`src/rtl/osm_pkg.sv`:
```
package osm_pkg;

  typedef enum logic [2:0] {
    KIND_INSERT = 3'd0,
    KIND_ERASE  = 3'd1,
    KIND_QUERY  = 3'd2,
    KIND_SELECT = 3'd3,
    KIND_CLEAR  = 3'd4
  } kind_e;

  typedef enum logic [1:0] {
    STAT_OK     = 2'd0,
    STAT_FULL   = 2'd1,
    STAT_RANGE  = 2'd2,
    STAT_ABSENT = 2'd3
  } status_e;

  typedef enum logic [3:0] {
    ST_IDLE,
    ST_SEARCH,
    ST_SCMP,
    ST_INS_RD,
    ST_INS_WR,
    ST_ERA_RD,
    ST_ERA_WR,
    ST_SEL_WAIT,
    ST_DONE
  } state_e;

  localparam int unsigned KindW  = 3;
  localparam int unsigned ValueW = 32;
  localparam int unsigned RankW  = 6;
  localparam int unsigned OutW   = 7;
  localparam int unsigned StatW  = 2;

endpackage

```
`src/rtl/osm_req_if.sv`:
```
interface osm_req_if;
  logic                                valid;
  logic                                ready;
  logic [osm_pkg::KindW-1:0]           kind;
  logic signed [osm_pkg::ValueW-1:0]   operand_value;
  logic [osm_pkg::RankW-1:0]           rank_wanted;

  modport source (output valid, kind, operand_value, rank_wanted, input ready);
  modport sink   (input valid, kind, operand_value, rank_wanted, output ready);
endinterface

```
`src/rtl/osm_rsp_if.sv`:
```
interface osm_rsp_if;
  logic                                valid;
  logic                                ready;
  logic                                present;
  logic signed [osm_pkg::OutW-1:0]     first_rank;
  logic signed [osm_pkg::OutW-1:0]     last_rank;
  logic [osm_pkg::OutW-1:0]            occurrences;
  logic signed [osm_pkg::ValueW-1:0]   selected_value;
  logic [osm_pkg::OutW-1:0]            element_count;
  logic [osm_pkg::StatW-1:0]           status;

  modport source (output valid, present, first_rank, last_rank, occurrences,
                  selected_value, element_count, status, input ready);
  modport sink   (input valid, present, first_rank, last_rank, occurrences,
                  selected_value, element_count, status, output ready);
endinterface

```
`src/rtl/order_statistic_multiset.sv`:
```
// Channel  Dir  Modport      Payload
// req_i    in   sink         kind, operand_value, rank_wanted
// rsp_o    out  source       present, first/last_rank, occurrences, selected_value,
//                            element_count, status
//
// Clear, unused kinds and an insert into a full store go straight to the response;
// select reads one store entry first. Query and erase run two binary searches
// (insert runs only the upper one), each probe a store read and then a compare;
// insert and erase then move entries one at a time (read, write back). Reset
// clears the fill level, state and response valid; store contents are left as
// they are. A new request is taken while the previous response still waits on
// rsp_o; the one after it stalls until that response is taken.
module order_statistic_multiset #(
  parameter int unsigned CAPACITY = 64
) (
  input logic        clk_i,
  input logic        rst_ni,
  osm_req_if.sink    req_i,
  osm_rsp_if.source  rsp_o
);

  localparam int unsigned AW = (CAPACITY > 1) ? $clog2(CAPACITY) : 1;
  localparam int unsigned CW = $clog2(CAPACITY + 1);
  localparam int unsigned RW = CW + osm_pkg::RankW;
  localparam int unsigned OW = osm_pkg::OutW;

  osm_pkg::state_e state_q, state_d;

  logic [osm_pkg::KindW-1:0]         kind_q, kind_d;
  logic signed [osm_pkg::ValueW-1:0] val_q, val_d;
  logic [CW-1:0]                     fill_q, fill_d;
  logic [CW-1:0]                     lo_q, lo_d;
  logic [CW-1:0]                     hi_q, hi_d;
  logic [CW-1:0]                     mid_q, mid_d;
  logic [CW-1:0]                     pos_q, pos_d;
  logic [CW-1:0]                     upp_q, upp_d;
  logic [CW-1:0]                     sh_q, sh_d;
  logic                              upper_q, upper_d;
  logic [osm_pkg::StatW-1:0]         stat_q, stat_d;
  logic signed [osm_pkg::ValueW-1:0] sel_q, sel_d;

  logic                              out_valid_q, out_valid_d;
  logic                              out_present_q, out_present_d;
  logic signed [OW-1:0]              out_first_q, out_first_d;
  logic signed [OW-1:0]              out_last_q, out_last_d;
  logic [OW-1:0]                     out_occ_q, out_occ_d;
  logic signed [osm_pkg::ValueW-1:0] out_sel_q, out_sel_d;
  logic [OW-1:0]                     out_count_q, out_count_d;
  logic [osm_pkg::StatW-1:0]         out_stat_q, out_stat_d;

  logic signed [osm_pkg::ValueW-1:0] store_mem [CAPACITY];
  logic signed [osm_pkg::ValueW-1:0] rd_data_q;
  logic                              mem_re, mem_we;
  logic [AW-1:0]                     mem_ra, mem_wa;
  logic signed [osm_pkg::ValueW-1:0] mem_wd;

  logic [CW:0]                       mid_sum;
  logic [RW-1:0]                     rank_ext;
  logic [CW-1:0]                     sh_next;
  logic [CW-1:0]                     sh_prev;
  logic                              probe_below;
  logic                              found;

  always_ff @(posedge clk_i) begin
    if (mem_we) begin
      store_mem[mem_wa] <= mem_wd;
    end
    if (mem_re) begin
      rd_data_q <= store_mem[mem_ra];
    end
  end

  always_comb begin
    mid_sum     = {1'b0, lo_q} + {1'b0, hi_q};
    rank_ext    = RW'(req_i.rank_wanted);
    sh_next     = sh_q + CW'(1);
    sh_prev     = sh_q - CW'(1);
    probe_below = upper_q ? (rd_data_q <= val_q) : (rd_data_q < val_q);
    found       = upp_q > pos_q;
  end

  always_comb begin
    state_d = state_q;
    kind_d  = kind_q;
    val_d   = val_q;
    fill_d  = fill_q;
    lo_d    = lo_q;
    hi_d    = hi_q;
    mid_d   = mid_q;
    pos_d   = pos_q;
    upp_d   = upp_q;
    sh_d    = sh_q;
    upper_d = upper_q;
    stat_d  = stat_q;
    sel_d   = sel_q;

    out_valid_d   = out_valid_q & ~rsp_o.ready;
    out_present_d = out_present_q;
    out_first_d   = out_first_q;
    out_last_d    = out_last_q;
    out_occ_d     = out_occ_q;
    out_sel_d     = out_sel_q;
    out_count_d   = out_count_q;
    out_stat_d    = out_stat_q;

    mem_re = 1'b0;
    mem_we = 1'b0;
    mem_ra = mid_q[AW-1:0];
    mem_wa = sh_q[AW-1:0];
    mem_wd = rd_data_q;

    req_i.ready = (state_q == osm_pkg::ST_IDLE);

    unique case (state_q)
      osm_pkg::ST_IDLE: begin
        if (req_i.valid) begin
          kind_d  = req_i.kind;
          val_d   = req_i.operand_value;
          stat_d  = osm_pkg::STAT_OK;
          sel_d   = '0;
          lo_d    = '0;
          hi_d    = fill_q;
          pos_d   = '0;
          upp_d   = '0;
          upper_d = 1'b0;
          state_d = osm_pkg::ST_DONE;
          unique case (req_i.kind)
            osm_pkg::KIND_INSERT: begin
              if (fill_q >= CW'(CAPACITY)) begin
                stat_d = osm_pkg::STAT_FULL;
              end else begin
                upper_d = 1'b1;
                state_d = osm_pkg::ST_SEARCH;
              end
            end
            osm_pkg::KIND_ERASE, osm_pkg::KIND_QUERY: begin
              state_d = osm_pkg::ST_SEARCH;
            end
            osm_pkg::KIND_SELECT: begin
              if (rank_ext < RW'(fill_q)) begin
                mem_re  = 1'b1;
                mem_ra  = rank_ext[AW-1:0];
                state_d = osm_pkg::ST_SEL_WAIT;
              end else begin
                stat_d = osm_pkg::STAT_RANGE;
              end
            end
            osm_pkg::KIND_CLEAR: begin
              fill_d = '0;
            end
            default: begin
            end
          endcase
        end
      end

      osm_pkg::ST_SEARCH: begin
        if (lo_q == hi_q) begin
          if (!upper_q) begin
            // lower bound found; upper bound search starts from it
            pos_d   = lo_q;
            upper_d = 1'b1;
            hi_d    = fill_q;
          end else begin
            upp_d = lo_q;
            priority if (kind_q == osm_pkg::KIND_INSERT) begin
              pos_d   = lo_q;
              sh_d    = fill_q;
              state_d = osm_pkg::ST_INS_RD;
            end else if (kind_q == osm_pkg::KIND_ERASE) begin
              if (lo_q > pos_q) begin
                sh_d    = pos_q;
                state_d = osm_pkg::ST_ERA_RD;
              end else begin
                stat_d  = osm_pkg::STAT_ABSENT;
                state_d = osm_pkg::ST_DONE;
              end
            end else begin
              state_d = osm_pkg::ST_DONE;
            end
          end
        end else begin
          mid_d   = mid_sum[CW:1];
          mem_re  = 1'b1;
          mem_ra  = mid_sum[AW:1];
          state_d = osm_pkg::ST_SCMP;
        end
      end

      osm_pkg::ST_SCMP: begin
        if (probe_below) begin
          lo_d = mid_q + CW'(1);
        end else begin
          hi_d = mid_q;
        end
        state_d = osm_pkg::ST_SEARCH;
      end

      osm_pkg::ST_INS_RD: begin
        if (sh_q == pos_q) begin
          mem_we  = 1'b1;
          mem_wa  = pos_q[AW-1:0];
          mem_wd  = val_q;
          fill_d  = fill_q + CW'(1);
          state_d = osm_pkg::ST_DONE;
        end else begin
          mem_re  = 1'b1;
          mem_ra  = sh_prev[AW-1:0];
          state_d = osm_pkg::ST_INS_WR;
        end
      end

      osm_pkg::ST_INS_WR: begin
        // move one entry up, working from the top down
        mem_we  = 1'b1;
        sh_d    = sh_prev;
        state_d = osm_pkg::ST_INS_RD;
      end

      osm_pkg::ST_ERA_RD: begin
        if (sh_next == fill_q) begin
          fill_d  = fill_q - CW'(1);
          state_d = osm_pkg::ST_DONE;
        end else begin
          mem_re  = 1'b1;
          mem_ra  = sh_next[AW-1:0];
          state_d = osm_pkg::ST_ERA_WR;
        end
      end

      osm_pkg::ST_ERA_WR: begin
        // move one entry down over the erased slot
        mem_we  = 1'b1;
        sh_d    = sh_next;
        state_d = osm_pkg::ST_ERA_RD;
      end

      osm_pkg::ST_SEL_WAIT: begin
        sel_d   = rd_data_q;
        state_d = osm_pkg::ST_DONE;
      end

      osm_pkg::ST_DONE: begin
        // hold until the output register is free
        if (!out_valid_q || rsp_o.ready) begin
          out_valid_d   = 1'b1;
          out_present_d = 1'b0;
          out_first_d   = '1;
          out_last_d    = '1;
          out_occ_d     = '0;
          if (kind_q == osm_pkg::KIND_QUERY && found) begin
            out_present_d = 1'b1;
            out_first_d   = OW'(pos_q);
            out_last_d    = OW'(upp_q - CW'(1));
            out_occ_d     = OW'(upp_q - pos_q);
          end
          if (kind_q == osm_pkg::KIND_ERASE && stat_q == osm_pkg::STAT_OK) begin
            out_present_d = 1'b1;
          end
          out_sel_d   = sel_q;
          out_count_d = OW'(fill_q);
          out_stat_d  = stat_q;
          state_d     = osm_pkg::ST_IDLE;
        end
      end

      default: begin
        state_d = osm_pkg::ST_IDLE;
      end
    endcase
  end

  always_ff @(posedge clk_i or negedge rst_ni) begin
    if (!rst_ni) begin
      state_q     <= osm_pkg::ST_IDLE;
      fill_q      <= '0;
      out_valid_q <= 1'b0;
    end else begin
      state_q     <= state_d;
      fill_q      <= fill_d;
      out_valid_q <= out_valid_d;
    end
  end

  always_ff @(posedge clk_i) begin
    kind_q        <= kind_d;
    val_q         <= val_d;
    lo_q          <= lo_d;
    hi_q          <= hi_d;
    mid_q         <= mid_d;
    pos_q         <= pos_d;
    upp_q         <= upp_d;
    sh_q          <= sh_d;
    upper_q       <= upper_d;
    stat_q        <= stat_d;
    sel_q         <= sel_d;
    out_present_q <= out_present_d;
    out_first_q   <= out_first_d;
    out_last_q    <= out_last_d;
    out_occ_q     <= out_occ_d;
    out_sel_q     <= out_sel_d;
    out_count_q   <= out_count_d;
    out_stat_q    <= out_stat_d;
  end

  assign rsp_o.valid          = out_valid_q;
  assign rsp_o.present        = out_present_q;
  assign rsp_o.first_rank     = out_first_q;
  assign rsp_o.last_rank      = out_last_q;
  assign rsp_o.occurrences    = out_occ_q;
  assign rsp_o.selected_value = out_sel_q;
  assign rsp_o.element_count  = out_count_q;
  assign rsp_o.status         = out_stat_q;

endmodule

```
`src/flat_wrapper.sv`:
```
// flat-port wrapper written by rule: the top's interface ports become plain ports
module order_statistic_multiset_flat 
#(
  parameter int unsigned CAPACITY = 64
)
  (clk_i, rst_ni, req_i_valid, req_i_kind, req_i_operand_value, req_i_rank_wanted, req_i_ready, rsp_o_valid, rsp_o_present, rsp_o_first_rank, rsp_o_last_rank, rsp_o_occurrences, rsp_o_selected_value, rsp_o_element_count, rsp_o_status, rsp_o_ready);
  osm_req_if req_i_i ();
  osm_rsp_if rsp_o_i ();
  input logic clk_i;
  input logic rst_ni;
  input wire logic [$bits(req_i_i.valid)-1:0] req_i_valid;
  input wire logic [$bits(req_i_i.kind)-1:0] req_i_kind;
  input wire logic [$bits(req_i_i.operand_value)-1:0] req_i_operand_value;
  input wire logic [$bits(req_i_i.rank_wanted)-1:0] req_i_rank_wanted;
  output wire logic [$bits(req_i_i.ready)-1:0] req_i_ready;
  output wire logic [$bits(rsp_o_i.valid)-1:0] rsp_o_valid;
  output wire logic [$bits(rsp_o_i.present)-1:0] rsp_o_present;
  output wire logic [$bits(rsp_o_i.first_rank)-1:0] rsp_o_first_rank;
  output wire logic [$bits(rsp_o_i.last_rank)-1:0] rsp_o_last_rank;
  output wire logic [$bits(rsp_o_i.occurrences)-1:0] rsp_o_occurrences;
  output wire logic [$bits(rsp_o_i.selected_value)-1:0] rsp_o_selected_value;
  output wire logic [$bits(rsp_o_i.element_count)-1:0] rsp_o_element_count;
  output wire logic [$bits(rsp_o_i.status)-1:0] rsp_o_status;
  input wire logic [$bits(rsp_o_i.ready)-1:0] rsp_o_ready;
  assign req_i_i.valid = req_i_valid;
  assign req_i_i.kind = req_i_kind;
  assign req_i_i.operand_value = req_i_operand_value;
  assign req_i_i.rank_wanted = req_i_rank_wanted;
  assign req_i_ready = req_i_i.ready;
  assign rsp_o_valid = rsp_o_i.valid;
  assign rsp_o_present = rsp_o_i.present;
  assign rsp_o_first_rank = rsp_o_i.first_rank;
  assign rsp_o_last_rank = rsp_o_i.last_rank;
  assign rsp_o_occurrences = rsp_o_i.occurrences;
  assign rsp_o_selected_value = rsp_o_i.selected_value;
  assign rsp_o_element_count = rsp_o_i.element_count;
  assign rsp_o_status = rsp_o_i.status;
  assign rsp_o_i.ready = rsp_o_ready;
  order_statistic_multiset #(.CAPACITY(CAPACITY)) u_core (.clk_i(clk_i), .rst_ni(rst_ni), .req_i(req_i_i), .rsp_o(rsp_o_i));
endmodule
```
`config.mk`:
```
export PLATFORM = sky130hd
export DESIGN_NAME = order_statistic_multiset_flat
export DESIGN_NICKNAME = d
export VERILOG_FILES = /design/src/rtl/osm_pkg.sv /design/src/rtl/osm_req_if.sv /design/src/rtl/osm_rsp_if.sv /design/src/rtl/order_statistic_multiset.sv /design/src/flat_wrapper.sv
export SDC_FILE = /design/constraint.sdc
export NUM_CORES = 2
export LEC_CHECK = 0
export BUFFER_PORTS_ARGS = -buffer_cell sky130_fd_sc_hd__buf_2
export CELL_PAD_IN_SITES_DETAIL_PLACEMENT = 0
export CELL_PAD_IN_SITES_GLOBAL_PLACEMENT = 1
export CORE_MARGIN = 2
export CORE_UTILIZATION = 45
export CTS_CLUSTER_DIAMETER = 120
export CTS_CLUSTER_SIZE = 40
export DETAILED_ROUTE_END_ITERATION = 12
export GPL_ROUTABILITY_DRIVEN = 0
export MAX_ROUTING_LAYER = met4
export PLACE_DENSITY_LB_ADDON = 0.1
export SYNTH_ARGS = -nofsm -noshare
export SYNTH_HDL_FRONTEND = slang
export SYNTH_SLANG_ARGS = --single-unit
```
`constraint.sdc`:
```
create_clock -name clk_i -period 6.6 [get_ports clk_i]
set_input_delay 0 -clock clk_i [delete_from_list [all_inputs] [get_ports clk_i]]
set_output_delay 0 -clock clk_i [all_outputs]
set_load 0.02 [all_outputs]
```
; ---- After elaboration in Yosys (flattened, before gate mapping)
; Memory sizes are Yosys's and may differ from the RTL's. A register that Yosys moved wholly into a read port is not among the register bits.
; Index checks and enable logic that the tools add are counted.
[word_totals]
regBits = 187
ram_bits = 2048
inputBits = 45
output_inout_bits = 65
word_cells = 184
n_memories = 1
[op_classes]
n_addsub = 8
order_cmp = 6
eq_ne = 34
mux = 82
bitwise = 3
n_reduce_logical = 29
[memory_table]
columns = name, words, word_bits, rd, rd_ports_with_merged_regs, wr, line
row1 = u_core.store_mem, 64, 32, 1, 1, 1, order_statistic_multiset.sv:51  ; logic signed [osm_pkg::ValueW-1:0] store_mem [CAPACITY];
[ops]
columns = operator, n
row1 = $mux W7, 20
row2 = $mux W32, 3
row3 = $pmux W32 S2, 1
row4 = $pmux W7 S3, 3
row5 = $mux W6, 8
row6 = $mux W4, 11
row7 = $pmux W7 S2, 3
row8 = $pmux W4 S9, 1
row9 = $le A32 B32 Y1, 1
row10 = $lt A32 B32 Y1, 1
row11 = $pmux W6 S4, 1
row12 = $add A7 B1 Y7 const B, 3
row13 = $eq A7 B7 Y1, 3
row14 = $sub A7 B1 Y7 const B, 3
row15 = $mux W1, 18
row16 = $eq A4 B3 Y1 const B, 4
row17 = $ne A2 B1 Y1 const B, 8
row18 = $reduce_and A5 Y1, 3
row19 = $gt A7 B7 Y1, 2
row20 = $mux W2, 7
row21 = $pmux W4 S3, 1
row22 = $ne A2 B2 Y1 const B, 5
row23 = $eq A3 B2 Y1 const B, 3
row24 = $reduce_and A3 Y1, 3
row25 = 29 further kinds, 46

; ---- Longest topological paths before layout
[logic_depth]
ltp_word = 7
mapped_depth = 20
depth_no_buf = 14

; ---- Worst setup path before layout
; Ideal clock, no wire load.
[synth_timing]
path_kind = register to register
start = register u_core.sh_q[2]
end = memory u_core.store_mem[32][0] (netlist bit), enable pin
setup_ps = 502
t_arrival_ps = 4806
required_time_ps = 6098
setup_slack_ps = 1293
stages_incl_launch_ff = 8
path_buffers = 1
synth_period_minus_slack_ps = 5307
path_cell_list = edfxtp_1 > buf_6 > xnor2_1 > nand4_1 > or3_1 > nand2_1 > nand3_1 > nor4_1
[synth_between]
elab_chain_cells = 5
word_cells_on_any_way = 7
cone_classes = 1 x eq/ne / 6 x mux
[synth_rtl]
columns = element, line
row1 = start: declaration, order_statistic_multiset.sv:37  ; logic [CW-1:0] sh_q, sh_d;
row2 = start signal: assignment, order_statistic_multiset.sv:293  ; sh_q <= sh_d;
row3 = $eq A7 B7 Y1, order_statistic_multiset.sv:200  ; if (sh_q == pos_q) begin
row4 = $mux W1, order_statistic_multiset.sv:200
row5 = $pmux W1 S2, order_statistic_multiset.sv:114  ; unique case (state_q)
row6 = $mux W1, order_statistic_multiset.sv:65  ; if (mem_we) begin
row7 = $mux W1 (implied by the code), order_statistic_multiset.sv:66  ; store_mem[mem_wa] <= mem_wd;
row8 = end: declaration, order_statistic_multiset.sv:51
; Parallel ways exist; a longest one is shown, timed or not.

; ---- Worst setup path in the final report
[layout_timing]
start = register u_core.sh_q[1]
end = register u_core.rd_data_q[9] (netlist bit) (read register of u_core.store_mem) (data pin)
[layout_between]
elab_chain_cells = 4
word_cells_on_any_way = 10
cone_classes = 2 x add/sub / 2 x eq/ne / 6 x mux
[layout_rtl]
columns = element, line
row1 = $add A7 B1 Y7, order_statistic_multiset.sv:76  ; sh_next = sh_q + CW'(1);
row2 = $eq A7 B7 Y1, order_statistic_multiset.sv:221  ; if (sh_next == fill_q) begin
row3 = $mux W6 / $mux W1 (equally long branches), order_statistic_multiset.sv:221
row4 = $pmux W6 S4 / $pmux W1 S4 (equally long branches), order_statistic_multiset.sv:114
row5 = end: declaration, order_statistic_multiset.sv:52  ; logic signed [osm_pkg::ValueW-1:0] rd_data_q;
; Parallel ways exist; a longest one is shown, timed or not.
; A chain may end at the register's enable or synchronous reset.

==> run summary <==
Status - complete, no violations
Synth Net Count - 6,256
Post-synthesis sequential area ratio - 0.7475
CTS Buf Count - 68
Max FO, Critical Path - 14
DIE HEIGHT - 453.7 microns
CTS tree - yes
DRC - 0
First-pass GRT wire length - 400,400 microns
CTS Buffer Depth - 3
Global route overflow - 0
Share of layout cells above drive strength 1 - 0.1234
Worst setup SP type - flip-flop
Final period utilization - 0.9381
Yosys reg bits - 2,267
Synth-to-Final Area Change - 8.947%
HPWL Detailed - 172,000 microns
Actual slew at the worst max-slew pin - 1.376 ns
Setup tns final - 0 ns
Final Max Slew Viols - 0
Reg-to-Reg Start - u_core.sh_q[1]
Max incr delay on CP - 0.82 ns
Slowest CP cell - nor3_2
Worst Path Buf+Inv - 2
Cell taking the most area after synthesis - edfxtp_1
Crit path DAT - 6.73 ns
Max-cap viol count - 0
Post_cts resized - 0
Ranking of synthesized cells by area - edfxtp_1 74%, nand2_1 5.7%, mux4_2 2.9%
Util after Layout - 0.4920
Top FF cell, synth - edfxtp_1
Die W - 453.7 microns
Cell family with most CP delay - simple AND/OR/NAND/NOR gates
Mapped Area - 90,990 sq um
Post-synthesis cell count - 6,141
Fin. Hold Viols - 0
Routed wire length - 286,300 microns
Worst-skew pair later-pin latency - 0.77 ns
Vias - 54,570
Final setup viols - 0
Clk sinks - 2,267
Starting Density - 0.4516
Vias in the first global route - 50,950
RSZ-0062 raised after global routing - no
Slew HR - 0.07268
Row count - 165
Critical setup path kind - reg -> reg
Initial antenna violation count - 21
Top Ports - 110
Setup ws final - 0.4084 ns
Worst Setup SP - u_core.sh_q[1]
Mean post-synth cell area - 14.82 sq um
Post-synth EDFFs - 2,255
Die ar. - 205,800 sq um
Synth top area share - 0.7442
DR WL/cell - 31.76 microns
Largest net degree at the start of global routing - 93
Cells along the critical path - buf_4 > inv_1 > ha_1 > xnor2_1 > nand3_1 > nor3_2 > a311oi_2 > a2111oi_2 > a21oi_2 > nor3_2 > nand2_1 > nor2_1 > a22oi_1 > o2111a_1 > o21ai_0
FF+latch area - 68,020 sq um
Routed Antenna Nets - 0
Pre-CTS WS - 0.4751 ns
Minimum clock period - 6.192 ns
Drt via density - 6.053
Root Driver - clkbuf_16
H-tree depth - 3
Setup Skew - 0.05886 ns
IO buf count - 109
Detailed-router iteration count before antenna repair - 7
Reg clk slew, reported paths - 0.15 ns
FFs w/ async S/R, synth - 0.005293
Core ar. - 201,500 sq um
Most Frequent Cell on Critical Path - nor3_2
Synth cell types - 92
Final #Nets - 6,441
Req. time, crit path - 7.14 ns
DRT iter0 DRCs - 7,925
Hold WC Path Type - in -> reg
Total track usage - 0.2832
FILL cells - 17,250
Synth warn - 0
Area occupied by multi-input gates - 21,870 sq um
Worst hold slack - 0.09825 ns
Max Clock Freq - 161.5 MHz
Crit end category - flip-flop
Hold_sp - rsp_o_ready
layout by cell type, fill, tap and decap left out, types with 32 or more instances in the layout:
| cell type | count |
|---|---|
| buf_2 | 109 |
| and3_1 | 100 |
| nor2_4 | 59 |
| nand3_1 | 513 |
| inv_1 | 58 |
| a32oi_1 | 41 |
| nand4_1 | 32 |
| mux4_2 | 118 |
| nor2_1 | 83 |
| edfxtp_1 | 2255 |
| dlygate4sd3_1 | 74 |
| ha_1 | 67 |
| a31oi_1 | 117 |
| clkbuf_16 | 71 |
| buf_4 | 251 |
| a311oi_1 | 56 |
| and2_1 | 41 |
| nand2_1 | 1370 |
| a211oi_1 | 32 |
| o22ai_1 | 44 |
| a22oi_1 | 69 |
| mux2i_1 | 110 |
| a21oi_1 | 115 |
| mux2_2 | 43 |
| o21ai_0 | 103 |
synthesized netlist by cell type (13+ instances only):
cell,instances
and2_1,41
a22oi_1,69
a211oi_1,32
mux2i_1,110
buf_4,43
buf_6,16
xnor2_1,31
nand2_1,1371
edfxtp_1,2255
nor2_1,149
xor2_1,16
o22ai_1,44
ha_1,67
o21ai_0,136
a32oi_1,41
mux4_2,118
inv_1,58
nand4_1,32
a221oi_1,14
and3_1,100
a311oi_1,56
o2111ai_1,13
nor3_1,18
nand2b_1,16
buf_1,17
a211o_1,14
clkbuf_1,103
o21a_1,17
a21oi_1,117
buf_2,167
a31oi_1,117
mux2_2,43
a21o_1,24
nand3_1,513
timing repair:
item / 4_1_cts / 5_1_grt
hold buffers: 74 / 0
endpoints found under the hold margin: 63 / 0
buffers inserted: 0 / 0
sequential cells by signal, summed over array words and instances (netlist names), 2 cells and up:
register                     flops
u_core.rsp_o.occurrences         7
u_core.kind_q                    3
u_core.fill_q                    7
u_core.rd_data_q                32
u_core.stat_q                    2
u_core.sel_q                    32
u_core.sh_q                      7
u_core.hi_q                      7
u_core.rsp_o.element_count       7
u_core.store_mem              2048
u_core.state_q                   4
u_core.mid_q                     7
u_core.val_q                    32
u_core.lo_q                      7
u_core.rsp_o.status              2
u_core.rsp_o.last_rank           7
u_core.rsp_o.first_rank          7
u_core.upp_q                     7
u_core.rsp_o.selected_value     32
u_core.pos_q                     7
kinds of logic (layout without fill, tap and decap cells):
family | Yosys count | count (layout) | synth area share
xor+xnor | 49 | 49 | 0.004950
mux | 271 | 271 | 0.04663
other cells | 0 | 8 | 0
compound gates | 773 | 773 | 0.05817
flops | 2267 | 2267 | 0.7475
buf+inv | 407 | 601 | 0.02261
fa+ha+maj | 71 | 71 | 0.009983
simple gates | 2303 | 2303 | 0.1101
per-stage QoR:
stage,instances,area (sq um)
floorplan,6141,90990
global placement,8851,96430
detailed placement,8853,96460
CTS,9006,99100
global route,9011,99120
finish,9015,99130
final timing paths:
kind | depth (start not counted) | slack [ns] | end
min in group asynchronous | 3 | 0.35 | u_core.fill_q[2]
min reg2reg | 0 | 0.43 | u_core.rsp_o.selected_value[5]
max | 15 | 0.41 | u_core.rd_data_q[9]
min | 4 | 0.1 | u_core.rsp_o.valid
max reg2reg | 15 | 0.41 | u_core.rd_data_q[9]
max in group asynchronous | 3 | 5.85 | u_core.state_q[0]
final cells by class:
cell class | instances | share of cell area
diodes | 8 | 0.0002020
clock buffers | 72 | 0.01796
clock inverters | 7 | 0.001212
inverters | 58 | 0.002196
multi-input cells | 3467 | 0.2206
flip-flops and latches | 2267 | 0.6861
well taps | 2672 | 0.03373
repair buffers | 464 | 0.03795
worst min-delay path, cell delays in order:
cell and delay, ns:
dlygate4sd3_1 0.52, buf_2 0.09, nand2b_1 0.12, nand2_1 0.07
metal layers:
metal | vias up | track usage | wire [microns]
met5 | - | - | 0
met4 | 0 | 0.05191 | 5862
met3 | 233 | 0.03536 | 23290
met2 | 2362 | 0.4269 | 130800
met1 | 28500 | 0.4187 | 126400
li1 | 23480 | - | -
Power is left out: the tool's default activity adds up to more than one toggle a clock period on the data nets, which glitch-free logic cannot reach.
